### config.mk
export PLATFORM = sky130hd
export DESIGN_NAME = cjpm_cell
export DESIGN_NICKNAME = d
export VERILOG_FILES = /design/src/sv/cjpm_pkg.sv /design/src/sv/cjpm_cell.sv
export SDC_FILE = /design/constraint.sdc
export NUM_CORES = 2
export LEC_CHECK = 0
export BUFFER_PORTS_ARGS = -buffer_cell sky130_fd_sc_hd__buf_2
export CAP_MARGIN = 15
export CORE_ASPECT_RATIO = 2
export CORE_UTILIZATION = 55
export CTS_CLUSTER_SIZE = 30
export DETAILED_ROUTE_END_ITERATION = 6
export PLACE_DENSITY = 0.81
export RECOVER_POWER = 25
export SLEW_MARGIN = 40
export SYNTH_ARGS = -nofsm -noshare
export SYNTH_HDL_FRONTEND = slang
export SYNTH_SLANG_ARGS = --single-unit
### constraint.sdc
create_clock -name clk -period 11.2 [get_ports clk]
set_input_delay 2.24 -clock clk [delete_from_list [all_inputs] [get_ports clk]]
set_output_delay 2.24 -clock clk [all_outputs]
set_load 0.05 [all_outputs]
### src/sv/cjpm_pkg.sv
// ----------------------------------------------------------------------------
// cjpm_pkg
// Shared types and constants of the coupled joint polynomial map: number
// formats, register indexes, and the token that travels down the cell chain.
// ----------------------------------------------------------------------------
package cjpm_pkg;

    // Coefficients in the packed register; also the number of chain cells
    // (MAX_COEFFS - 1 Horner steps and one closing multiply-add step).
    localparam int MAX_COEFFS = 4;
    localparam int CELL_COUNT = MAX_COEFFS;

    localparam int VALUE_W = 16;                 // Q3.12 port values
    localparam int COUNT_W = 3;                  // coeff_count register
    localparam int PACK_W  = 64;                 // coeff_pack register
    localparam int FRAC_W  = 12;
    localparam int ROUND   = 1 << (FRAC_W - 1);  // round half up
    localparam int WIDE_W  = 41;                 // [-2^40, 2^40 - 1]
    localparam int X_W     = VALUE_W + 1;        // difference of two angles
    localparam int ADD_W   = VALUE_W + 2;        // up to 3 * coefficient
    localparam int PROD_W  = WIDE_W + X_W;       // acc * x + ROUND
    localparam int CFG_W   = PACK_W;
    localparam int INDEX_W = 3;

    localparam logic signed [WIDE_W-1:0] WIDE_MAX = {1'b0, {(WIDE_W-1){1'b1}}};
    localparam logic signed [WIDE_W-1:0] WIDE_MIN = {1'b1, {(WIDE_W-1){1'b0}}};
    localparam logic signed [VALUE_W-1:0] VALUE_MAX = {1'b0, {(VALUE_W-1){1'b1}}};
    localparam logic signed [VALUE_W-1:0] VALUE_MIN = {1'b1, {(VALUE_W-1){1'b0}}};

    typedef enum logic [INDEX_W-1:0] {
        REG_MASTER_INIT,
        REG_MASTER_MIN,
        REG_MASTER_MAX,
        REG_SLAVE_INIT,
        REG_SLAVE_MIN,
        REG_SLAVE_MAX,
        REG_COEFF_COUNT,
        REG_COEFF_PACK
    } cfg_index_t;

    typedef struct packed {
        logic signed [VALUE_W-1:0] master_init;
        logic signed [VALUE_W-1:0] master_min;
        logic signed [VALUE_W-1:0] master_max;
        logic signed [VALUE_W-1:0] slave_init;
        logic signed [VALUE_W-1:0] slave_min;
        logic signed [VALUE_W-1:0] slave_max;
        logic [COUNT_W-1:0]        coeff_count;
        logic [PACK_W-1:0]         coeff_pack;
    } cfg_t;

    // One multiply-add step: acc <= addend +/- qmul(acc, operand), or
    // acc <= addend + acc when bypass is set.
    typedef struct packed {
        logic signed [ADD_W-1:0] addend;
        logic signed [X_W-1:0]   operand;
        logic                    sub;
        logic                    bypass;
    } step_t;

    // Work item; steps[0] is consumed by the next cell, the rest shift down.
    typedef struct packed {
        logic signed [WIDE_W-1:0]   acc;
        step_t [CELL_COUNT-1:0]     steps;
        logic                       sat;
    } token_t;

endpackage

### src/sv/cjpm_cell.sv
// ----------------------------------------------------------------------------
// cjpm_cell
// One multiply-add cell of the chain: registered Q.12 product with rounding
// offset, then shift, clamp, add and clamp into the next token. Two stages,
// each with its own valid bit so bubbles collapse.
// ----------------------------------------------------------------------------
module cjpm_cell
    import cjpm_pkg::*;
(
    input  logic   clk,
    input  logic   rst_n,
    input  logic   in_valid,
    output logic   in_ready,
    input  token_t in_tok,
    output logic   out_valid,
    input  logic   out_ready,
    output token_t out_tok
);

    localparam int SH_W  = PROD_W - FRAC_W;
    localparam int SUM_W = WIDE_W + 1;

    // Stage A: product
    logic                     a_valid_reg;
    logic signed [PROD_W-1:0] a_prod_reg;
    logic signed [PROD_W-1:0] a_prod_next;
    token_t                   a_tok_reg;
    logic                     a_ready;
    logic signed [WIDE_W-1:0] acc_in;
    logic signed [X_W-1:0]    op_in;

    // Stage B: accumulate
    logic                     b_valid_reg;
    token_t                   b_tok_reg;
    token_t                   b_tok_next;
    logic                     b_ready;

    logic signed [SH_W-1:0]   q_sh;
    logic                     mul_fits;
    logic signed [WIDE_W-1:0] mul_clamped;
    logic signed [WIDE_W-1:0] term;
    logic signed [ADD_W-1:0]  addend;
    logic signed [SUM_W-1:0]  sum;
    logic                     sum_fits;
    step_t                    step;

    assign acc_in      = in_tok.acc;
    assign op_in       = in_tok.steps[0].operand;
    assign a_prod_next = PROD_W'(acc_in) * PROD_W'(op_in) + PROD_W'(ROUND);

    assign b_ready  = !b_valid_reg || out_ready;
    assign a_ready  = !a_valid_reg || b_ready;
    assign in_ready = a_ready;

    always_ff @(posedge clk or negedge rst_n)
    begin
        if (!rst_n)
        begin
            a_valid_reg <= 1'b0;
        end
        else if (a_ready)
        begin
            a_valid_reg <= in_valid;
        end
    end

    always_ff @(posedge clk)
    begin
        if (in_valid && a_ready)
        begin
            a_prod_reg <= a_prod_next;
            a_tok_reg  <= in_tok;
        end
    end

    // Arithmetic shift is floor division by 4096.
    assign step   = a_tok_reg.steps[0];
    assign addend = step.addend;

    always_comb
    begin
        q_sh     = signed'(a_prod_reg[PROD_W-1:FRAC_W]);
        mul_fits = (q_sh[SH_W-1:WIDE_W-1] == {(SH_W-WIDE_W+1){q_sh[SH_W-1]}});
        if (mul_fits)
        begin
            mul_clamped = q_sh[WIDE_W-1:0];
        end
        else
        begin
            mul_clamped = q_sh[SH_W-1] ? WIDE_MIN : WIDE_MAX;
        end
        term = step.bypass ? a_tok_reg.acc : mul_clamped;
        if (step.sub)
        begin
            sum = SUM_W'(addend) - SUM_W'(term);
        end
        else
        begin
            sum = SUM_W'(addend) + SUM_W'(term);
        end
        sum_fits = (sum[SUM_W-1] == sum[WIDE_W-1]);

        b_tok_next = a_tok_reg;
        if (sum_fits)
        begin
            b_tok_next.acc = sum[WIDE_W-1:0];
        end
        else
        begin
            b_tok_next.acc = sum[SUM_W-1] ? WIDE_MIN : WIDE_MAX;
        end
        for (int i = 0; i < CELL_COUNT - 1; i++)
        begin
            b_tok_next.steps[i] = a_tok_reg.steps[i+1];
        end
        b_tok_next.steps[CELL_COUNT-1] = '0;
        b_tok_next.sat = a_tok_reg.sat || (!step.bypass && !mul_fits) || !sum_fits;
    end

    always_ff @(posedge clk or negedge rst_n)
    begin
        if (!rst_n)
        begin
            b_valid_reg <= 1'b0;
        end
        else if (b_ready)
        begin
            b_valid_reg <= a_valid_reg;
        end
    end

    always_ff @(posedge clk)
    begin
        if (a_valid_reg && b_ready)
        begin
            b_tok_reg <= b_tok_next;
        end
    end

    assign out_valid = b_valid_reg;
    assign out_tok   = b_tok_reg;

    a_hold: assert property (@(posedge clk) disable iff (!rst_n)
        a_valid_reg && !b_ready |=> a_valid_reg && $stable(a_prod_reg))
        else $error("cell product lost while stalled");

    sat_sticky: assert property (@(posedge clk) disable iff (!rst_n)
        a_valid_reg && b_ready && a_tok_reg.sat |=> b_tok_reg.sat)
        else $error("saturation flag dropped inside cell");

endmodule

==> results summary <==
The count of hold buffers inserted by post-cts repair came out at 0. The maximum fanout encountered on the critical timing path came out at 28. The CTS sink count is 374. In this run, CTS created clock tree buffers numbering 29. The clock-pin slew reported for the worst setup and hold paths after clock tree synthesis came out at about 0.070 ns.

The final setup skew came out at 0.0345 ns. The min-delay analysis places its worst path in the category reg2reg. The die boundary width is 190 µm. The run finished with clean final reports.

After synthesis, the most frequently instantiated cells are 710 x sky130_fd_sc_hd__inv_1, 657 x sky130_fd_sc_hd__fa_1, 491 x sky130_fd_sc_hd__nand2_1. The netlist uses 70 different library cells. The clock latency reported for the late side of the worst-skew pair came out at 0.60 ns. The netlist area before placement is 38,700 µm². The number of flip-flops under the largest register name is 155. The relative slew slack came out at 37.9%. The layout overhead on the synthesized area came out at 8.85%.

Among all cell types in the netlist, the one instantiated most often is sky130_fd_sc_hd__inv_1. Among cell families on the critical path, the largest total delay comes from adder cells. The depth of the CTS H-tree is 1. Gates resized during post-CTS repair numbered 0.

The die covers between 70,000 and 80,000 µm². The post-detailed-route via-to-cell ratio came out at 5.83. Across the run, the number of max-cap violations was 0. The sequential fraction of the synthesis area is 29.0%. The critical path contains buffers and inverters numbering 6 combined. The post-route netlist has between 10% and 20% of its cells at a drive strength greater than 1. At the pin with the least slew margin, the transition time is 0.932 ns.

The final number of max-transition violations came out at 0. The number of flip-flops and latches in the synthesized netlist is around 370. Setup violations remaining at the end of the flow were counted as 0.

The HPWL after detailed placement is slightly below 90,000 µm. The number of antenna violations at the first check in global routing is 8. The share of the synthesized area in the top cell type came out at 34.0%.

The number of global-route vias before repair is just over 30,000. For this run, asynchronously set or reset flops after synthesis account for 0.535%. The number of filler cells placed in the layout is about 5,600.

The number of buffers inserted by port buffering is 348. The worst path uses between 80% and 90% of the clock period. Setup repair after global routing left no endpoint under its margin. In this design, the critical path's most frequently occurring cell is sky130_fd_sc_hd__fa_1. The required arrival time at the worst endpoint is approximately 12 ns. The per-cell routed wire length came out at about 24 µm. The pin count of the biggest net entering global routing came out at 165. The placeable core region came out at about 70,000 µm². Timing would allow up to 104 MHz. The die is 377 µm tall.

For this design the top-level I/O count stands at roughly 390. For this run, the leading register cell type out of synthesis is sky130_fd_sc_hd__edfxtp_1. The number of standard cells after synthesis is 3,660. By area the synthesized netlist is led by sky130_fd_sc_hd__fa_1 34%, sky130_fd_sc_hd__edfxtp_1 29%, sky130_fd_sc_hd__inv_1 6.9%, sky130_fd_sc_hd__ha_1 5.5%, sky130_fd_sc_hd__nand2_1 4.8%. The number of vias after detailed routing is 28,200.

The number of nets still failing antenna checks after routing came out at 0. The root buffer cell chosen for the clock tree is sky130_fd_sc_hd__clkbuf_16. The synthesized area per cell came out at 10.6 µm².

The post-layout minimum cycle time is 9.59 ns. The number of DRC markers in iteration 0 came out at between 2,000 and 2,500. The delay of the slowest cell on the worst path is 0.74 ns. The summed negative setup slack over all endpoints came out at 0 ns. After clock tree synthesis, the setup repair step added 0 buffers. Yosys printed 0 warnings. The biggest area contributor in the post-synthesis netlist is sky130_fd_sc_hd__fa_1.

The final-report hold violation count was 0. The final layout contains routed wiring with a total length of 117,000 µm. The sum of overflow across all layers after global routing is 0.

The effective utilization at floorplan came out at 55.6%. The critical path is of the in2reg type. TritonCTS built the clock tree. The number of nets in the finished design came out at 4,930. The count of TritonRoute iterations in the first routing pass came out at 6. STA classifies the critical path startpoint as an input pin. The wire length of the first global-routing pass came out at approximately 170,000 µm. After floorplanning, the core was divided into 137 placement rows. No sink is reached through more buffers than the 3 on the longest clock path.

The highest-delay cell along the critical path is sky130_fd_sc_hd__a2111oi_0. In the routed design, unresolved DRC markers number 0. The synthesized design contains 372 enable-type register cells.

STA classifies the critical path endpoint as a flop. The overall global routing resource usage came out at about a third. The congestion estimate from routability-driven global placement came to 1.00.

STA puts the critical path data arrival time at 9.93 ns.
-- per-stage QoR --
| stage | worst slack, ns | hold WS (ns) | utilization (%) | std cells | area (µm²) |
|---|---|---|---|---|---|
| detailed placement | 1.28 | 0.405 | 59.0 | 4780 | 41100 |
| finish | 1.61 | 0.409 | 60.5 | 4838 | 42100 |
| CTS | 1.91 | 0.398 | 60.5 | 4832 | 42100 |
| global route | 1.52 | 0.400 | 60.5 | 4835 | 42100 |
| global placement | 1.31 | 0.401 | 59.0 | 4780 | 41000 |
| floorplan | 2.43 | 0.400 | - | 3696 | 38800 |
-- cell type report --
cell class	instances	area [µm²]	area share, %
sequential	374	11200	26.6
multi-input combinational	2418	24100	57.2
inverter	711	2670	6.34
antenna	4	10.0	0.0238
timing repair buffer	376	1980	4.71
tap	903	1130	2.68
clock inverter	21	304	0.722
clock buffer	31	733	1.74
-- worst paths after layout --
kind                           startpoint  slack [ns]  depth (start not counted)              to
setup / recovery               in_tok[16]        1.61                         25  a_prod_reg[56]
hold / removal              a_tok_reg[40]        0.41                          0      out_tok[3]
setup reg to reg           a_prod_reg[52]        3.52                         22    out_tok[184]
hold reg to reg             a_tok_reg[40]        0.41                          0      out_tok[3]
max in group asynchronous           rst_n        9.62                          1     a_valid_reg
min in group asynchronous           rst_n        1.45                          1       out_valid
-- logic make-up after synthesis --
family / count (synthesis) / share of synthesized area [%]
simple gates: 1035 / 12.9
buf+inv: 904 / 9.19
fa+ha+maj: 832 / 39.6
compound gates: 381 / 6.25
flops: 374 / 29.0
xor+xnor: 132 / 2.99
other cells: 1 / 0.00969
mux: 1 / 0.0259
-- per-layer routing --
layer / global-route usage (%) / wire, µm
met1: 33.4 / 35000
met2: 59.7 / 59300
met3: 6.39 / 9970
met4: 29.5 / 12400
met5: 0 / 65
-- layout by cell type, fill, tap and decap left out, drive strengths merged, types with 33 or more instances in the layout --
master,count
inv,713
fa,657
nand2,491
edfxtp,372
buf,365
and2,264
ha,169
a21oi,150
nor2,108
xnor2,88
o21ai,54
a21o,52
xor2,44
clkbuf,42
conb,37
nand2b,33
Power is left out: the tool's default activity adds up to more than one toggle a clock period on the data nets, which glitch-free logic cannot reach.
