File: src/sv/cjpm_pkg.sv
// ----------------------------------------------------------------------------
// cjpm_pkg
// Shared types and constants of the coupled joint polynomial map: number
// formats, register indexes, and the token that travels down the cell chain.
// ----------------------------------------------------------------------------
package cjpm_pkg;

    // Coefficients in the packed register; also the number of chain cells
    // (MAX_COEFFS - 1 Horner steps and one closing multiply-add step).
    localparam int MAX_COEFFS = 4;
    localparam int CELL_COUNT = MAX_COEFFS;

    localparam int VALUE_W = 16;                 // Q3.12 port values
    localparam int COUNT_W = 3;                  // coeff_count register
    localparam int PACK_W  = 64;                 // coeff_pack register
    localparam int FRAC_W  = 12;
    localparam int ROUND   = 1 << (FRAC_W - 1);  // round half up
    localparam int WIDE_W  = 41;                 // [-2^40, 2^40 - 1]
    localparam int X_W     = VALUE_W + 1;        // difference of two angles
    localparam int ADD_W   = VALUE_W + 2;        // up to 3 * coefficient
    localparam int PROD_W  = WIDE_W + X_W;       // acc * x + ROUND
    localparam int CFG_W   = PACK_W;
    localparam int INDEX_W = 3;

    localparam logic signed [WIDE_W-1:0] WIDE_MAX = {1'b0, {(WIDE_W-1){1'b1}}};
    localparam logic signed [WIDE_W-1:0] WIDE_MIN = {1'b1, {(WIDE_W-1){1'b0}}};
    localparam logic signed [VALUE_W-1:0] VALUE_MAX = {1'b0, {(VALUE_W-1){1'b1}}};
    localparam logic signed [VALUE_W-1:0] VALUE_MIN = {1'b1, {(VALUE_W-1){1'b0}}};

    typedef enum logic [INDEX_W-1:0] {
        REG_MASTER_INIT,
        REG_MASTER_MIN,
        REG_MASTER_MAX,
        REG_SLAVE_INIT,
        REG_SLAVE_MIN,
        REG_SLAVE_MAX,
        REG_COEFF_COUNT,
        REG_COEFF_PACK
    } cfg_index_t;

    typedef struct packed {
        logic signed [VALUE_W-1:0] master_init;
        logic signed [VALUE_W-1:0] master_min;
        logic signed [VALUE_W-1:0] master_max;
        logic signed [VALUE_W-1:0] slave_init;
        logic signed [VALUE_W-1:0] slave_min;
        logic signed [VALUE_W-1:0] slave_max;
        logic [COUNT_W-1:0]        coeff_count;
        logic [PACK_W-1:0]         coeff_pack;
    } cfg_t;

    // One multiply-add step: acc <= addend +/- qmul(acc, operand), or
    // acc <= addend + acc when bypass is set.
    typedef struct packed {
        logic signed [ADD_W-1:0] addend;
        logic signed [X_W-1:0]   operand;
        logic                    sub;
        logic                    bypass;
    } step_t;

    // Work item; steps[0] is consumed by the next cell, the rest shift down.
    typedef struct packed {
        logic signed [WIDE_W-1:0]   acc;
        step_t [CELL_COUNT-1:0]     steps;
        logic                       sat;
    } token_t;

endpackage

File: src/sv/cjpm_prep.sv
// ----------------------------------------------------------------------------
// cjpm_prep
// Front stage: range check, clipping, coefficient layout and step program
// for one request, registered into a chain token.
// ----------------------------------------------------------------------------
module cjpm_prep
    import cjpm_pkg::*;
(
    input  logic                      clk,
    input  logic                      rst_n,
    input  cfg_t                      cfg,
    input  logic                      in_valid,
    output logic                      in_ready,
    input  logic                      req_type,
    input  logic signed [VALUE_W-1:0] master_angle,
    input  logic signed [VALUE_W-1:0] master_velocity,
    output logic                      out_valid,
    input  logic                      out_ready,
    output token_t                    out_tok
);

    logic                    valid_reg;
    token_t                  tok_reg;
    token_t                  tok_next;

    logic [COUNT_W-1:0]      n_eff;
    logic                    linear;
    logic                    below;
    logic                    above;
    logic                    use_poly;
    logic                    use_deriv;
    logic signed [VALUE_W-1:0] clip;
    logic signed [X_W-1:0]   x_horner;
    logic signed [X_W-1:0]   x_final;
    logic signed [ADD_W-1:0] addend_final;
    logic signed [ADD_W-1:0] coef_ext [MAX_COEFFS];
    logic signed [ADD_W-1:0] k_vec [MAX_COEFFS];

    always_comb
    begin
        n_eff = cfg.coeff_count;
        if (n_eff == '0)
        begin
            n_eff = COUNT_W'(1);
        end
        else if (n_eff > COUNT_W'(MAX_COEFFS))
        begin
            n_eff = COUNT_W'(MAX_COEFFS);
        end
        linear = (n_eff == COUNT_W'(1));
    end

    // Lower limit first: it wins when the limits cross.
    assign below = (master_angle < cfg.master_min);
    assign above = !below && (master_angle > cfg.master_max);
    assign clip  = below ? cfg.master_min : (above ? cfg.master_max : master_angle);

    assign x_horner  = X_W'(clip) - X_W'(cfg.master_init);
    assign use_poly  = linear || (!req_type && !below && !above);
    assign use_deriv = !use_poly;

    // Closing step operand and base.
    always_comb
    begin
        x_final      = '0;
        addend_final = '0;
        if (req_type)
        begin
            x_final = X_W'(master_velocity);
        end
        else if (linear)
        begin
            x_final      = X_W'(master_angle) - X_W'(cfg.master_init);
            addend_final = ADD_W'(cfg.slave_init);
        end
        else if (below)
        begin
            x_final      = X_W'(cfg.master_min) - X_W'(master_angle);
            addend_final = ADD_W'(cfg.slave_min);
        end
        else if (above)
        begin
            x_final      = X_W'(master_angle) - X_W'(cfg.master_max);
            addend_final = ADD_W'(cfg.slave_max);
        end
        else
        begin
            addend_final = ADD_W'(cfg.slave_init);
        end
    end

    // Coefficients right-aligned so that leading zero steps are harmless.
    // Derivative terms carry their power as a small constant factor.
    always_comb
    begin
        for (int j = 0; j < MAX_COEFFS; j++)
        begin
            coef_ext[j] = ADD_W'(signed'(cfg.coeff_pack[VALUE_W*j +: VALUE_W]));
        end
        for (int t = 0; t < MAX_COEFFS; t++)
        begin
            k_vec[t] = '0;
            for (int j = 0; j < MAX_COEFFS; j++)
            begin
                if (use_poly && (j + MAX_COEFFS == t + int'(n_eff)))
                begin
                    k_vec[t] = coef_ext[j];
                end
                if (use_deriv && (j + MAX_COEFFS + 1 == t + int'(n_eff)))
                begin
                    k_vec[t] = coef_ext[j] * signed'(ADD_W'(MAX_COEFFS - t));
                end
            end
        end
    end

    always_comb
    begin
        tok_next     = '0;
        tok_next.acc = WIDE_W'(k_vec[0]);
        for (int i = 0; i < CELL_COUNT - 1; i++)
        begin
            tok_next.steps[i].addend  = k_vec[i+1];
            tok_next.steps[i].operand = x_horner;
            tok_next.steps[i].sub     = 1'b0;
            tok_next.steps[i].bypass  = 1'b0;
        end
        tok_next.steps[CELL_COUNT-1].addend  = addend_final;
        tok_next.steps[CELL_COUNT-1].operand = x_final;
        tok_next.steps[CELL_COUNT-1].sub     = use_deriv && !req_type && below;
        tok_next.steps[CELL_COUNT-1].bypass  = use_poly && !linear;
        tok_next.sat = 1'b0;
    end

    assign in_ready = !valid_reg || out_ready;

    always_ff @(posedge clk or negedge rst_n)
    begin
        if (!rst_n)
        begin
            valid_reg <= 1'b0;
        end
        else if (in_ready)
        begin
            valid_reg <= in_valid;
        end
    end

    always_ff @(posedge clk)
    begin
        if (in_valid && in_ready)
        begin
            tok_reg <= tok_next;
        end
    end

    assign out_valid = valid_reg;
    assign out_tok   = tok_reg;

endmodule

File: config.mk
export PLATFORM = sky130hd
export DESIGN_NAME = cjpm_prep
export DESIGN_NICKNAME = d
export VERILOG_FILES = /design/src/sv/cjpm_pkg.sv /design/src/sv/cjpm_prep.sv
export SDC_FILE = /design/constraint.sdc
export NUM_CORES = 1
export LEC_CHECK = 0
export ABC_AREA = 1
export BUFFER_PORTS_ARGS = -buffer_cell sky130_fd_sc_hd__buf_2
export CORE_MARGIN = 2
export CORE_UTILIZATION = 52
export CTS_CLUSTER_DIAMETER = 60
export DETAILED_ROUTE_END_ITERATION = 10
export PLACE_DENSITY = 0.81
export SETUP_SLACK_MARGIN = 0.1
export SLEW_MARGIN = 0
export SYNTH_ARGS = -nofsm -noshare
export SYNTH_HDL_FRONTEND = slang
export SYNTH_SLANG_ARGS = --single-unit
File: constraint.sdc
create_clock -name clk -period 7.7 [get_ports clk]
set_input_delay 0.385 -clock clk [delete_from_list [all_inputs] [get_ports clk]]
set_output_delay 0.385 -clock clk [all_outputs]
set_load 0.01 [all_outputs]
==> flow_summary.html, run 1 <==
<table>
<tr><th>Metric</th><th>Value</th></tr>
<tr><th colspan="2">GRT</th></tr>
<tr><td>Number of global-route vias before repair</td><td>between 10k and 15k</td></tr>
<tr><td>Most utilized layer in the global route result</td><td>met2</td></tr>
<tr><td>Met2 global-route usage</td><td>58.5%</td></tr>
<tr><td>Met1 usage in global routing</td><td>48.3%</td></tr>
<tr><td>Total global-route track usage</td><td>between 30% and 40%</td></tr>
<tr><td>Antenna violations before repair</td><td>0</td></tr>
<tr><td>Overflow left after global routing</td><td>0</td></tr>
<tr><td>First-pass GRT wire length</td><td>71.2 mm</td></tr>
<tr><td>Pin count of the biggest net entering global routing</td><td>66</td></tr>
<tr><td>Global-route track usage on met3</td><td>5.99%</td></tr>
<tr><th colspan="2">Worst setup path</th></tr>
<tr><td>Element type at the critical path end</td><td>flop</td></tr>
<tr><td>Start point of the critical path</td><td>master_angle[0]</td></tr>
<tr><td>Delay of the slowest cell on the worst path</td><td>0.56 ns</td></tr>
<tr><td>Most used cell along the critical path</td><td>nand2_1</td></tr>
<tr><td>Count of cells along the worst register-to-register path</td><td>3</td></tr>
<tr><td>Worst setup SP type</td><td>input port</td></tr>
<tr><td>Library cell contributing the largest single delay on the critical path</td><td>nand2_1</td></tr>
<tr><td>Data required time of the critical path</td><td>7.87 ns</td></tr>
<tr><td>Worst Path Class, Setup</td><td>in2reg</td></tr>
<tr><td>Worst-path maximum fanout</td><td>15</td></tr>
<tr><td>Source of the worst register-to-register timing path</td><td>out_valid</td></tr>
<tr><td>Endpoint arrival time on the critical path</td><td>between 5 and 6 ns</td></tr>
<tr><th colspan="2">Yosys</th></tr>
<tr><td>Area of the mapped netlist</td><td>around 0.013 mm^2</td></tr>
<tr><td>Portion of the post-synthesis area used by sequential elements</td><td>28.6%</td></tr>
<tr><td>Number of cells produced by synthesis</td><td>1782</td></tr>
<tr><td>Primary flip-flop cell chosen by synthesis mapping</td><td>edfxtp_1</td></tr>
<tr><td>Synth Register Bits</td><td>122</td></tr>
<tr><td>Mean post-synth cell area</td><td>7.17 um^2</td></tr>
<tr><td>Post-synth EDFFs</td><td>121</td></tr>
<tr><td>Library cell with the largest summed area after synthesis</td><td>edfxtp_1</td></tr>
<tr><td>Share of synthesized registers carrying an async set or reset</td><td>0.820%</td></tr>
<tr><td>Cell types occupying the most area after synthesis</td><td>edfxtp_1, nand2_1, ha_1</td></tr>
<tr><td>Unique cell type count in the Yosys netlist</td><td>51</td></tr>
<tr><td>Top-area cell type share of the netlist area</td><td>between 20 and 30%</td></tr>
<tr><td>Yosys Warn Count</td><td>0</td></tr>
<tr><th colspan="2">Clock tree</th></tr>
<tr><td>Clk buf depth</td><td>2</td></tr>
<tr><td>CTS clock-pin slew for the worst setup and hold paths</td><td>0.07 ns</td></tr>
<tr><td>Inserted Clock Buffers</td><td>17</td></tr>
<tr><td>Number of clock sinks</td><td>~120</td></tr>
<tr><td>Clk Latency, worst-skew pair</td><td>between 0.4 and 0.5 ns</td></tr>
<tr><td>Number of buffers inserted by post-CTS setup repair</td><td>0</td></tr>
<tr><td>H-tree lvl count</td><td>4</td></tr>
<tr><td>CTS tree</td><td>done</td></tr>
<tr><td>Buffer type at the clock tree root</td><td>clkbuf_16</td></tr>
<tr><th colspan="2">Power</th></tr>
<tr><td>Worst-case vdd ir drop</td><td>between 100 and 150 uV</td></tr>
<tr><td>Pleak</td><td>~7.8 nW</td></tr>
<tr><td>Power per unit of standard cell area</td><td>185 mW/mm^2</td></tr>
<tr><th colspan="2">Die</th></tr>
<tr><td>Number of top-level design ports</td><td>392</td></tr>
<tr><td>Die H</td><td>161 um</td></tr>
<tr><td>Horizontal die dimension</td><td>161 um</td></tr>
<tr><td>Floorplan Core Area</td><td>0.0242 mm^2</td></tr>
<tr><td>Area of the die</td><td>0.0259 mm^2</td></tr>
<tr><td>Starting utilization of the core area</td><td>52.7%</td></tr>
<tr><td>Rows</td><td>57</td></tr>
<tr><th colspan="2">STA</th></tr>
<tr><td>Count of final setup violators</td><td>0</td></tr>
<tr><td>Post-layout min period</td><td>5.07 ns</td></tr>
<tr><td>Slew Viols, Final</td><td>0</td></tr>
<tr><td>TNS Setup</td><td>0 ns</td></tr>
<tr><td>Period Utilization, post-route</td><td>roughly two thirds</td></tr>
<tr><td>Relative slew margins</td><td>31.1%</td></tr>
<tr><td>Number of endpoints with negative hold slack in the final report</td><td>0</td></tr>
<tr><td>Max Freq</td><td>197 MHz</td></tr>
<tr><td>Worst Clk Skew</td><td>0.0122 ns</td></tr>
<tr><td>Min setup slack post-route</td><td>2.63 ns</td></tr>
<tr><td>Unrepaired setup endpoints after global routing</td><td>false</td></tr>
<tr><td>Least-Margin Pin Slew</td><td>1.03 ns</td></tr>
<tr><th colspan="2">Layout</th></tr>
<tr><td>Area used by multi-input combinational logic</td><td>0.00759 mm^2</td></tr>
<tr><td>Signed area change from the synthesized netlist to the final layout</td><td>17.3%</td></tr>
<tr><td>Final antenna diode count</td><td>0</td></tr>
<tr><td>Sequential cell area in the final layout</td><td>0.00366 mm^2</td></tr>
<tr><td>Filler cell count</td><td>about 2.3k</td></tr>
<tr><td>Net count of the finished layout</td><td>2412</td></tr>
<tr><td>Most frequent cells in the layout</td><td>nand2_1, buf_2, inv_1, nand3_1</td></tr>
<tr><td>Most common cell after layout, fill and taps aside</td><td>nand2_1</td></tr>
<tr><td>Share of cells above drive strength 1</td><td>22.8%</td></tr>
<tr><th colspan="2">Route</th></tr>
<tr><td>Number of detailed-route iterations in the first pass</td><td>7</td></tr>
<tr><td>Post-DR wirelength/cell</td><td>19.4 um</td></tr>
<tr><td>Drc violations</td><td>0</td></tr>
<tr><td>Iter 0 DRT Violations</td><td>1543</td></tr>
<tr><td>Total routed wirelength</td><td>47.0 mm</td></tr>
<tr><td>Count of vias placed by the detailed router</td><td>13.9k</td></tr>
<tr><td>Via/cell ratio</td><td>5.74</td></tr>
<tr><td>Post-detailed-route count of antenna-violating nets</td><td>0</td></tr>
<tr><th colspan="2">Worst hold path</th></tr>
<tr><td>Hold path start</td><td>in_valid</td></tr>
<tr><td>Type of the tightest min-delay check</td><td>in2reg</td></tr>
<tr><td>Hold Path Cell Cnt</td><td>3</td></tr>
<tr><th colspan="2">Outcome</th></tr>
<tr><td>Run status</td><td>complete, no violations</td></tr>
<tr><th colspan="2">Placed design</th></tr>
<tr><td>Count of input and output buffers</td><td>about 380</td></tr>
<tr><td>Worst slack at placement</td><td>2.30 ns</td></tr>
<tr><td>DP HPWL</td><td>38.1 mm</td></tr>
<tr><td>Routability-driven placement congestion ratio</td><td>1.06</td></tr>
<tr><th colspan="2">Flow run</th></tr>
<tr><td>MaxCap Viol Count</td><td>0</td></tr>
</table>
[timing repair]
action | in CTS | in global routing
setup endpoints to repair | 0 | 0
resized for setup | 0 | 0
hold endpoints to repair | 1 | 0
hold buffers | 1 | 0
[synth_stat cells (4+ instances only)]
library cell and n:
a21boi_0 4, a21o_1 7, a21oi_1 122, a22oi_1 13, a31oi_1 10, buf_2 19, buf_4 72, buf_6 7
clkbuf_1 21, edfxtp_1 121, fa_1 6, ha_1 123, inv_1 191, inv_2 12, nand2_1 499, nand2_2 7
nand3_1 150, nand3b_1 5, nand4_1 30, nor2_1 123, nor3_1 11, o211ai_1 27, o21ai_0 60, o21ai_1 7
o221ai_1 11, o22ai_1 17, o31ai_1 5, or2_2 14, xnor2_1 16, xor2_1 41
[worst paths after layout]
check | to | slack [ns]
max reg2reg | out_tok[33] | 5.32
max in group asynchronous | out_valid | 7.36
max | out_tok[91] | 2.63
min | out_valid | 0.17
min reg2reg | out_valid | 0.58
min in group asynchronous | out_valid | 0.26
[cell type report]
type | instances | area share, %
Clock buffer | 17 | 2.84
Multi-Input combinational cell | 1341 | 50.6
Tap cell | 324 | 2.70
Inverter | 206 | 5.17
Sequential cell | 122 | 24.4
Clock inverter | 15 | 0.918
Timing Repair Buffer | 395 | 13.4
[state kept, by name, summed over array words and instances (netlist names)]
| register | count |
|---|---|
| out_valid | 1 |
| out_tok | 121 |
[worst max-delay path, delay by kind of cell]
| kind | cells | cell delay (ns) |
|---|---|---|
| AND/OR/NAND/NOR | 12 | 1.64 |
| buffers and inverters | 4 | 0.59 |
| XOR/XNOR | 1 | 0.12 |
| AO/OA/AOI/OAI | 6 | 1.45 |
| adder cells (fa/ha/maj) | 3 | 1.04 |
[per-stage QoR]
step | hold WS (ns) | std cells | util [%] | power (mW) | area (um^2)
finish | 0.175 | 2420 | 61.9 | 2.78 | 15000
global placement | 0.161 | 2387 | 59.5 | 1.95 | 14400
floorplan | 0.0894 | 1788 | - | 1.62 | 12800
CTS | 0.169 | 2420 | 61.9 | 2.76 | 15000
detailed placement | 0.163 | 2387 | 59.5 | 1.96 | 14400
global route | 0.190 | 2420 | 61.9 | 2.91 | 15000
[cells by family (layout without fill, tap and decap cells)]
group	count (synthesis)	after routing	synth area share, %
compound gates	295	295	13.6
flops	122	122	28.6
simple gates	853	853	28.6
buf+inv	325	633	12.3
xor+xnor	57	57	3.90
fa+ha+maj	129	129	13.0
other cells	1	7	0.0293
[metal layers]
layer	vias up	routed length [um]
met5	-	0
met3	103	5000
met4	0	1380
li1	6558	-
met2	941	21500
met1	6293	19200
[power breakdown]
| group | internal [mW] | switching (mW) | total [mW] |
|---|---|---|---|
| Clock | 0.450 | 0.353 | 0.803 |
| Combinational | 0.388 | 0.722 | 1.11 |
| Sequential | 0.832 | 0.0324 | 0.864 |
| Total | 1.67 | 1.11 | 2.78 |
Note: power is estimated with default switching activity, not from simulation.
==> run 2: changes to the inputs <==
--- a/config.mk
+++ b/config.mk
@@ -5,13 +5,13 @@
 export SDC_FILE = /design/constraint.sdc
 export NUM_CORES = 1
 export LEC_CHECK = 0
-export ABC_AREA = 1
+export ABC_AREA = 0
 export BUFFER_PORTS_ARGS = -buffer_cell sky130_fd_sc_hd__buf_2
 export CORE_MARGIN = 2
-export CORE_UTILIZATION = 52
+export CORE_UTILIZATION = 48
 export CTS_CLUSTER_DIAMETER = 60
 export DETAILED_ROUTE_END_ITERATION = 10
-export PLACE_DENSITY = 0.81
+export PLACE_DENSITY = 0.79
 export SETUP_SLACK_MARGIN = 0.1
 export SLEW_MARGIN = 0
 export SYNTH_ARGS = -nofsm -noshare
==> constraint.sdc (replaced) <==
create_clock -name clk -period 4.3 [get_ports clk]
set_input_delay 0.215 -clock clk [delete_from_list [all_inputs] [get_ports clk]]
set_output_delay 0.215 -clock clk [all_outputs]
set_load 0.01 [all_outputs]
==> run 2 against run 1 <==
Sequential cell count is the same; register-to-register slack lost 3.0 ns; wire length shrank 9.5%; synthesized cell count shrank 23%; area after synthesis shrank 5.9%; clock skew grew 0.0022 ns; combinational power grew 93%; cell count shrank 12%; core utilization grew 1.1 points; largest power group unchanged.
==> flow_summary.html, run 2 <==
<table>
<tr><th>Metric</th><th>Value</th></tr>
<tr><th colspan="2">Outcome</th></tr>
<tr><td>Run status</td><td>complete, no violations</td></tr>
<tr><th colspan="2">STA</th></tr>
<tr><td>Least-Margin Pin Slew</td><td>0.955 ns</td></tr>
<tr><td>Unrepaired setup endpoints after global routing</td><td>false</td></tr>
<tr><td>Count of final setup violators</td><td>0</td></tr>
<tr><td>Slew Viols, Final</td><td>0</td></tr>
<tr><td>Worst hold slack after final layout</td><td>0.0755 ns</td></tr>
<tr><td>Max Freq</td><td>252 MHz</td></tr>
<tr><td>Number of endpoints with negative hold slack in the final report</td><td>0</td></tr>
<tr><td>Worst Clk Skew</td><td>0.0144 ns</td></tr>
<tr><td>Post-layout min period</td><td>3.97 ns</td></tr>
<tr><td>Period Utilization, post-route</td><td>slightly above 90%</td></tr>
<tr><td>Relative slew margins</td><td>between 30% and 40%</td></tr>
<tr><td>Min setup slack post-route</td><td>0.326 ns</td></tr>
<tr><th colspan="2">Layout</th></tr>
<tr><td>Filler cell count</td><td>2145</td></tr>
<tr><td>Final Util</td><td>around 63%</td></tr>
<tr><td>Share of cells above drive strength 1</td><td>34.2%</td></tr>
<tr><td>Final instance count without filler cells</td><td>2127</td></tr>
<tr><td>Flip-flop count of the largest register after layout</td><td>between 100 and 150</td></tr>
<tr><td>Net count of the finished layout</td><td>roughly 2.1k</td></tr>
<tr><td>Signed area change from the synthesized netlist to the final layout</td><td>28.1%</td></tr>
<tr><td>Most frequent cells in the layout</td><td>buf_2, buf_4, nor2_1, edfxtp_1, ha_1</td></tr>
<tr><td>Most common cell after layout, fill and taps aside</td><td>buf_2</td></tr>
<tr><th colspan="2">Yosys</th></tr>
<tr><td>Primary flip-flop cell chosen by synthesis mapping</td><td>edfxtp_1</td></tr>
<tr><td>Mean post-synth cell area</td><td>8.78 um^2</td></tr>
<tr><td>Post-synth EDFFs</td><td>around 120</td></tr>
<tr><td>Top-area cell type share of the netlist area</td><td>30.2%</td></tr>
<tr><td>Share of synthesized registers carrying an async set or reset</td><td>less than 1%</td></tr>
<tr><td>Cell types occupying the most area after synthesis</td><td>edfxtp_1, ha_1, a21oi_1</td></tr>
<tr><td>Library cell with the largest summed area after synthesis</td><td>edfxtp_1</td></tr>
<tr><td>Leading cell types by count after synthesis</td><td>nor2_1, ha_1, edfxtp_1</td></tr>
<tr><td>Area of the mapped netlist</td><td>around 0.012 mm^2</td></tr>
<tr><td>Leading cell type by number of instances after synthesis</td><td>nor2_1</td></tr>
<tr><td>Yosys Warn Count</td><td>0</td></tr>
<tr><td>Number of cells produced by synthesis</td><td>roughly 1.4k</td></tr>
<tr><td>Portion of the post-synthesis area used by sequential elements</td><td>30.4%</td></tr>
<tr><td>Unique cell type count in the Yosys netlist</td><td>81</td></tr>
<tr><td>Synth Register Bits</td><td>around 120</td></tr>
<tr><th colspan="2">Die</th></tr>
<tr><td>Die H</td><td>162 um</td></tr>
<tr><td>Area of the die</td><td>0.0264 mm^2</td></tr>
<tr><td>Floorplan Core Area</td><td>0.0245 mm^2</td></tr>
<tr><td>Starting utilization of the core area</td><td>49.2%</td></tr>
<tr><td>Rows</td><td>57</td></tr>
<tr><td>Horizontal die dimension</td><td>162 um</td></tr>
<tr><td>Number of top-level design ports</td><td>392</td></tr>
<tr><th colspan="2">Route</th></tr>
<tr><td>Post-DR wirelength/cell</td><td>between 20 and 25 um</td></tr>
<tr><td>Iter 0 DRT Violations</td><td>1104</td></tr>
<tr><td>Count of vias placed by the detailed router</td><td>12.5k</td></tr>
<tr><td>Drc violations</td><td>0</td></tr>
<tr><td>Via/cell ratio</td><td>roughly 5.9</td></tr>
<tr><td>Post-detailed-route count of antenna-violating nets</td><td>0</td></tr>
<tr><td>Total routed wirelength</td><td>approximately 43 mm</td></tr>
<tr><td>Number of detailed-route iterations in the first pass</td><td>9</td></tr>
<tr><th colspan="2">GRT</th></tr>
<tr><td>Pin count of the biggest net entering global routing</td><td>67</td></tr>
<tr><td>Overflow left after global routing</td><td>0</td></tr>
<tr><td>Number of global-route vias before repair</td><td>about 12k</td></tr>
<tr><td>First-pass GRT wire length</td><td>64.6 mm</td></tr>
<tr><td>Total global-route track usage</td><td>31.4%</td></tr>
<tr><td>Antenna violations before repair</td><td>4</td></tr>
<tr><th colspan="2">Power</th></tr>
<tr><td>Pleak</td><td>7.24 nW</td></tr>
<tr><td>Total power of the final layout</td><td>between 5 and 6 mW</td></tr>
<tr><td>Power per unit of standard cell area</td><td>337 mW/mm^2</td></tr>
<tr><td>Worst-case vdd ir drop</td><td>between 200 and 250 uV</td></tr>
<tr><th colspan="2">Placed design</th></tr>
<tr><td>Count of input and output buffers</td><td>384</td></tr>
<tr><td>Worst slack at placement</td><td>-0.238 ns</td></tr>
<tr><td>Number of placed cells counting well taps</td><td>2087</td></tr>
<tr><td>Routability-driven placement congestion ratio</td><td>0.992</td></tr>
<tr><td>DP HPWL</td><td>about 33 mm</td></tr>
<tr><th colspan="2">Worst hold path</th></tr>
<tr><td>Type of the tightest min-delay check</td><td>in2async</td></tr>
<tr><th colspan="2">Clock tree</th></tr>
<tr><td>Clk buf depth</td><td>2</td></tr>
<tr><td>Number of clock sinks</td><td>122</td></tr>
<tr><td>Inserted Clock Buffers</td><td>17</td></tr>
<tr><td>CTS clock-pin slew for the worst setup and hold paths</td><td>~0.070 ns</td></tr>
<tr><td>H-tree lvl count</td><td>4</td></tr>
<tr><td>CTS tree</td><td>done</td></tr>
<tr><td>Buffer type at the clock tree root</td><td>clkbuf_16</td></tr>
<tr><td>Clk Latency, worst-skew pair</td><td>0.43 ns</td></tr>
<tr><th colspan="2">Worst setup path</th></tr>
<tr><td>Worst-path maximum fanout</td><td>6</td></tr>
<tr><td>Count of cells along the worst register-to-register path</td><td>3</td></tr>
<tr><td>Worst Path Class, Setup</td><td>in2reg</td></tr>
<tr><td>Element type at the critical path end</td><td>flop</td></tr>
<tr><td>Endpoint arrival time on the critical path</td><td>roughly 4.2 ns</td></tr>
<tr><td>Data required time of the critical path</td><td>4.54 ns</td></tr>
<tr><td>Worst setup SP type</td><td>input port</td></tr>
<tr><th colspan="2">Flow run</th></tr>
<tr><td>MaxCap Viol Count</td><td>0</td></tr>
</table>
run 2: cell count changes after synthesis, moves of 15 or more:
cell | before | now
nand4_1 | 30 | 5
a211oi_1 | 2 | 18
nor3_1 | 11 | 45
nand3_1 | 150 | 47
xnor2_1 | 16 | 43
a21o_1 | 7 | 27
o22ai_1 | 17 | 38
o21a_1 | 0 | 24
a22oi_1 | 13 | 29
inv_1 | 191 | 72
mux2_2 | 0 | 18
nand2b_1 | 0 | 15
nand2_1 | 499 | 80
run 2: worst paths after layout:
| path | startpoint | endpoint | slack (ns) |
|---|---|---|---|
| min in group clk | cfg[100] | out_tok[132] | 0.08 |
| max reg2reg | out_valid | out_tok[23] | 2.28 |
| max | master_angle[1] | out_tok[91] | 0.33 |
| min reg2reg | out_valid | out_valid | 0.57 |
| max in group asynchronous | rst_n | out_valid | 4.13 |
| min | rst_n | out_valid | 0.08 |
run 2: routing by layer:
metal  up-vias  wire (um)  GRT usage [%]
met5         -         11              0
met2       721      20400           54.6
met4         2       1600           12.3
li1       5902          -              -
met1      5776      16700           38.3
met3       140       3880           6.32
run 2: critical path: stages:
cell       delay, ns
clkbuf_4        0.16
inv_4           0.05
ha_4            0.26
nor2b_4         0.15
o2111ai_2       0.13
and4_4          0.18
o211ai_1        0.19
a21boi_2        0.12
buf_4           0.16
nor2_4          0.16
nor2_1          0.08
a21oi_2         0.11
ha_2            0.18
inv_1           0.05
fa_2            0.36
a21o_1          0.17
a21oi_2         0.14
nand2b_4        0.14
a21oi_1         0.10
a211o_1         0.32
a21o_1          0.20
a21oi_2         0.18
o21ai_1         0.13
a211oi_1        0.26
run 2: through the flow:
| step | area (um^2) | setup TNS (ns) |
|---|---|---|
| floorplan | 12200 | 0 |
| global placement | 14700 | -0.198 |
| detailed placement | 14700 | -0.625 |
| CTS | 15400 | 0 |
| global route | 15400 | 0 |
| finish | 15400 | 0 |
run 2: cells by family (layout without fill, tap and decap cells):
group	after synthesis	after routing	synth area share, %
mux	32	32	2.98
buf+inv	199	622	8.76
other cells	1	11	0.0312
xor+xnor	73	73	5.31
compound gates	442	442	24.5
fa+ha+maj	129	129	13.8
flops	122	122	30.4
simple gates	372	372	14.2
run 2: what timing repair did:
action | CTS | global route
endpoints found under the hold margin | 2 | 0
hold buffers | 2 | 0
buffers inserted | 0 | 2
resized for setup | 0 | 7
setup endpoints to repair | 0 | 4
run 2: cell type report:
class                           count  area [um^2]  area share, %
Inverter                           73          277           1.79
Sequential cell                   122         3660           23.7
Tap cell                          324          405           2.63
Multi-Input combinational cell   1055         7520           48.8
Clock buffer                       17          425           2.76
Clock inverter                     15          179           1.16
Antenna cell                        4         10.0         0.0649
Timing Repair Buffer              517         2940           19.1
run 2: where the power goes:
part	internal [mW]	total [mW]	switching, mW
clock network	0.879	1.54	0.657
logic	0.930	2.14	1.21
registers	1.48	1.52	0.0415
total	3.29	5.20	1.91
==> run 3: changes to the inputs <==
==> constraint.sdc (replaced) <==
create_clock -name clk -period 4.3 [get_ports clk]
set_input_delay 1.29 -clock clk [delete_from_list [all_inputs] [get_ports clk]]
set_output_delay 1.29 -clock clk [all_outputs]
set_load 0.01 [all_outputs]
==> run 3 against run 2 <==
The run now ends with setup timing left; largest cell class unchanged; non-clock buffer count increased by 103; first-iteration DRC count increased by 28%; critical endpoint is now out_tok[92]; sequential cell count unchanged.
==> flow_summary.html, run 3 (same netlist as run 2, synthesis figures left out) <==
<table>
<tr><th>Metric</th><th>Value</th></tr>
<tr><th colspan="2">Layout</th></tr>
<tr><td>Final Util</td><td>69.6%</td></tr>
<tr><td>Share of cells above drive strength 1</td><td>42.3%</td></tr>
<tr><td>Most common cell after layout, fill and taps aside</td><td>buf_2</td></tr>
<tr><td>Signed area change from the synthesized netlist to the final layout</td><td>41.4%</td></tr>
<tr><td>Most frequent cells in the layout</td><td>buf_2, buf_4, edfxtp_1, nor2_1, ha_1</td></tr>
<tr><td>Flip-flop count of the largest register after layout</td><td>121</td></tr>
<tr><td>Filler cell count</td><td>roughly 1.9k</td></tr>
<tr><td>Net count of the finished layout</td><td>2218</td></tr>
<tr><th colspan="2">Worst setup path</th></tr>
<tr><td>Register-to-register setup slack</td><td>~2.3 ns</td></tr>
<tr><td>Endpoint arrival time on the critical path</td><td>~5.2 ns</td></tr>
<tr><td>Termination of the worst setup path</td><td>out_tok[92]</td></tr>
<tr><td>Worst Path Class, Setup</td><td>in2reg</td></tr>
<tr><td>Worst-path maximum fanout</td><td>4</td></tr>
<tr><td>Worst reg2reg path endpoint</td><td>out_tok[25]</td></tr>
<tr><td>Source of the worst register-to-register timing path</td><td>out_valid</td></tr>
<tr><td>Count of cells along the worst register-to-register path</td><td>3</td></tr>
<tr><td>Element type at the critical path end</td><td>flop</td></tr>
<tr><td>Start point of the critical path</td><td>cfg[125]</td></tr>
<tr><td>Worst setup SP type</td><td>input port</td></tr>
<tr><td>Data required time of the critical path</td><td>4.48 ns</td></tr>
<tr><th colspan="2">Clock tree</th></tr>
<tr><td>Clk buf depth</td><td>2</td></tr>
<tr><td>Clk Latency, worst-skew pair</td><td>0.43 ns</td></tr>
<tr><td>Number of clock sinks</td><td>122</td></tr>
<tr><td>CTS tree</td><td>done</td></tr>
<tr><td>CTS clock-pin slew for the worst setup and hold paths</td><td>0.07 ns</td></tr>
<tr><td>Inserted Clock Buffers</td><td>17</td></tr>
<tr><td>H-tree lvl count</td><td>4</td></tr>
<tr><td>Buffer type at the clock tree root</td><td>clkbuf_16</td></tr>
<tr><th colspan="2">STA</th></tr>
<tr><td>Unrepaired setup endpoints after global routing</td><td>true</td></tr>
<tr><td>Min setup slack post-route</td><td>-0.753 ns</td></tr>
<tr><td>Least-Margin Pin Slew</td><td>approximately 0.81 ns</td></tr>
<tr><td>Period Utilization, post-route</td><td>118%</td></tr>
<tr><td>Post-layout min period</td><td>5.05 ns</td></tr>
<tr><td>Max Freq</td><td>around 200 MHz</td></tr>
<tr><td>TNS Setup</td><td>-4.52 ns</td></tr>
<tr><td>Relative slew margins</td><td>45.8%</td></tr>
<tr><td>Worst hold slack after final layout</td><td>around 0.57 ns</td></tr>
<tr><td>Count of final setup violators</td><td>11</td></tr>
<tr><td>Slew Viols, Final</td><td>0</td></tr>
<tr><td>Number of endpoints with negative hold slack in the final report</td><td>0</td></tr>
<tr><td>Worst Clk Skew</td><td>0.0122 ns</td></tr>
<tr><th colspan="2">Route</th></tr>
<tr><td>Number of detailed-route iterations in the first pass</td><td>7</td></tr>
<tr><td>Post-detailed-route count of antenna-violating nets</td><td>0</td></tr>
<tr><td>Post-DR wirelength/cell</td><td>20.8 um</td></tr>
<tr><td>Total routed wirelength</td><td>46.3 mm</td></tr>
<tr><td>Count of vias placed by the detailed router</td><td>13.2k</td></tr>
<tr><td>Iter 0 DRT Violations</td><td>1418</td></tr>
<tr><td>Via/cell ratio</td><td>5.93</td></tr>
<tr><td>Drc violations</td><td>0</td></tr>
<tr><th colspan="2">GRT</th></tr>
<tr><td>Number of global-route vias before repair</td><td>12.4k</td></tr>
<tr><td>Total global-route track usage</td><td>32.7%</td></tr>
<tr><td>First-pass GRT wire length</td><td>66.9 mm</td></tr>
<tr><td>Pin count of the biggest net entering global routing</td><td>54</td></tr>
<tr><td>Overflow left after global routing</td><td>0</td></tr>
<tr><td>Antenna violations before repair</td><td>1</td></tr>
<tr><th colspan="2">Die</th></tr>
<tr><td>Starting utilization of the core area</td><td>49.2%</td></tr>
<tr><td>Horizontal die dimension</td><td>162 um</td></tr>
<tr><td>Die H</td><td>about 160 um</td></tr>
<tr><td>Floorplan Core Area</td><td>0.0245 mm^2</td></tr>
<tr><td>Rows</td><td>57</td></tr>
<tr><td>Number of top-level design ports</td><td>392</td></tr>
<tr><td>Area of the die</td><td>0.0264 mm^2</td></tr>
<tr><th colspan="2">Power</th></tr>
<tr><td>Worst-case vdd ir drop</td><td>approximately 230 uV</td></tr>
<tr><td>Total power of the final layout</td><td>5.53 mW</td></tr>
<tr><td>Power per unit of standard cell area</td><td>approximately 330 mW/mm^2</td></tr>
<tr><td>Pleak</td><td>between 7 and 8 nW</td></tr>
<tr><th colspan="2">Placed design</th></tr>
<tr><td>Count of input and output buffers</td><td>approximately 380</td></tr>
<tr><td>Routability-driven placement congestion ratio</td><td>1.00</td></tr>
<tr><td>Worst slack at placement</td><td>-1.36 ns</td></tr>
<tr><td>DP HPWL</td><td>35.0 mm</td></tr>
<tr><th colspan="2">Worst hold path</th></tr>
<tr><td>Type of the tightest min-delay check</td><td>reg2reg</td></tr>
<tr><th colspan="2">Outcome</th></tr>
<tr><td>Violated checks</td><td>setup timing</td></tr>
<tr><td>Run status</td><td>finished, violations left</td></tr>
<tr><th colspan="2">Flow run</th></tr>
<tr><td>MaxCap Viol Count</td><td>0</td></tr>
</table>
[run 3: through the flow]
stage	area, um^2	std cells
after floorplan	12300	1376
after global placement	15500	2171
after detailed placement	15500	2171
after CTS	16400	2218
after global routing	17000	2227
final	17000	2227
[run 3: repair_timing]
| action | 4_1_cts | 5_1_grt |
|---|---|---|
| hold buffers | 0 | 0 |
| setup endpoints to repair | 88 | 89 |
| pin swaps | 44 | 59 |
| buffers inserted | 16 | 9 |
| resized for setup | 46 | 108 |
[run 3: routing by layer]
metal  up-vias  track usage [%]  part of all wire [%]  wire length [um]
met5         -                0                     0                 0
met4         0             13.2                   4.0              1860
met3       167             5.98                   9.0              4140
met2       798             57.6                    49             22700
met1      6147             39.6                    38             17600
li1       6098                -                     -                 -
[run 3: layout make-up]
type	count	area (um^2)	area share [%]
repair buffers	620	3980	23.4
inverters	73	299	1.76
well taps	324	405	2.38
flip-flops and latches	122	3660	21.5
clock inverters	15	163	0.956
diodes	1	2.50	0.0147
multi-input cells	1055	8080	47.5
clock buffers	17	425	2.50
[run 3: critical path, cell delays in order]
cell and delay (ns):
buf_2 0.10, inv_1 0.12, ha_4 0.22, buf_4 0.15
a21oi_1 0.25, o221a_4 0.26, o21ai_4 0.07, buf_6 0.14
o21ai_4 0.24, buf_12 0.15, nor2_1 0.03, a21oi_1 0.12
o21ai_1 0.07, ha_1 0.30, o21a_1 0.21, o31a_4 0.13
nor3_4 0.23, o311ai_4 0.12, a31oi_2 0.21, and2b_2 0.24
o21a_1 0.22, o41ai_2 0.25, xnor2_1 0.10
[run 3: how the worst min path moves through the flow]
stage                     startpoint   endpoint  slack, ns  cells after the start
after floorplan            out_valid  out_valid       0.62                      2
after CTS                  out_valid  out_valid       0.57                      2
after global placement     out_valid  out_valid       0.56                      2
after global routing           rst_n  out_valid       0.61                      1
after detailed placement   out_valid  out_valid       0.55                      2
final                      out_valid  out_valid       0.57                      2
[run 3: power breakdown]
group	switching [mW]	internal (mW)
Clock	0.647	0.867
Combinational	1.35	1.15
Sequential	0.0452	1.48
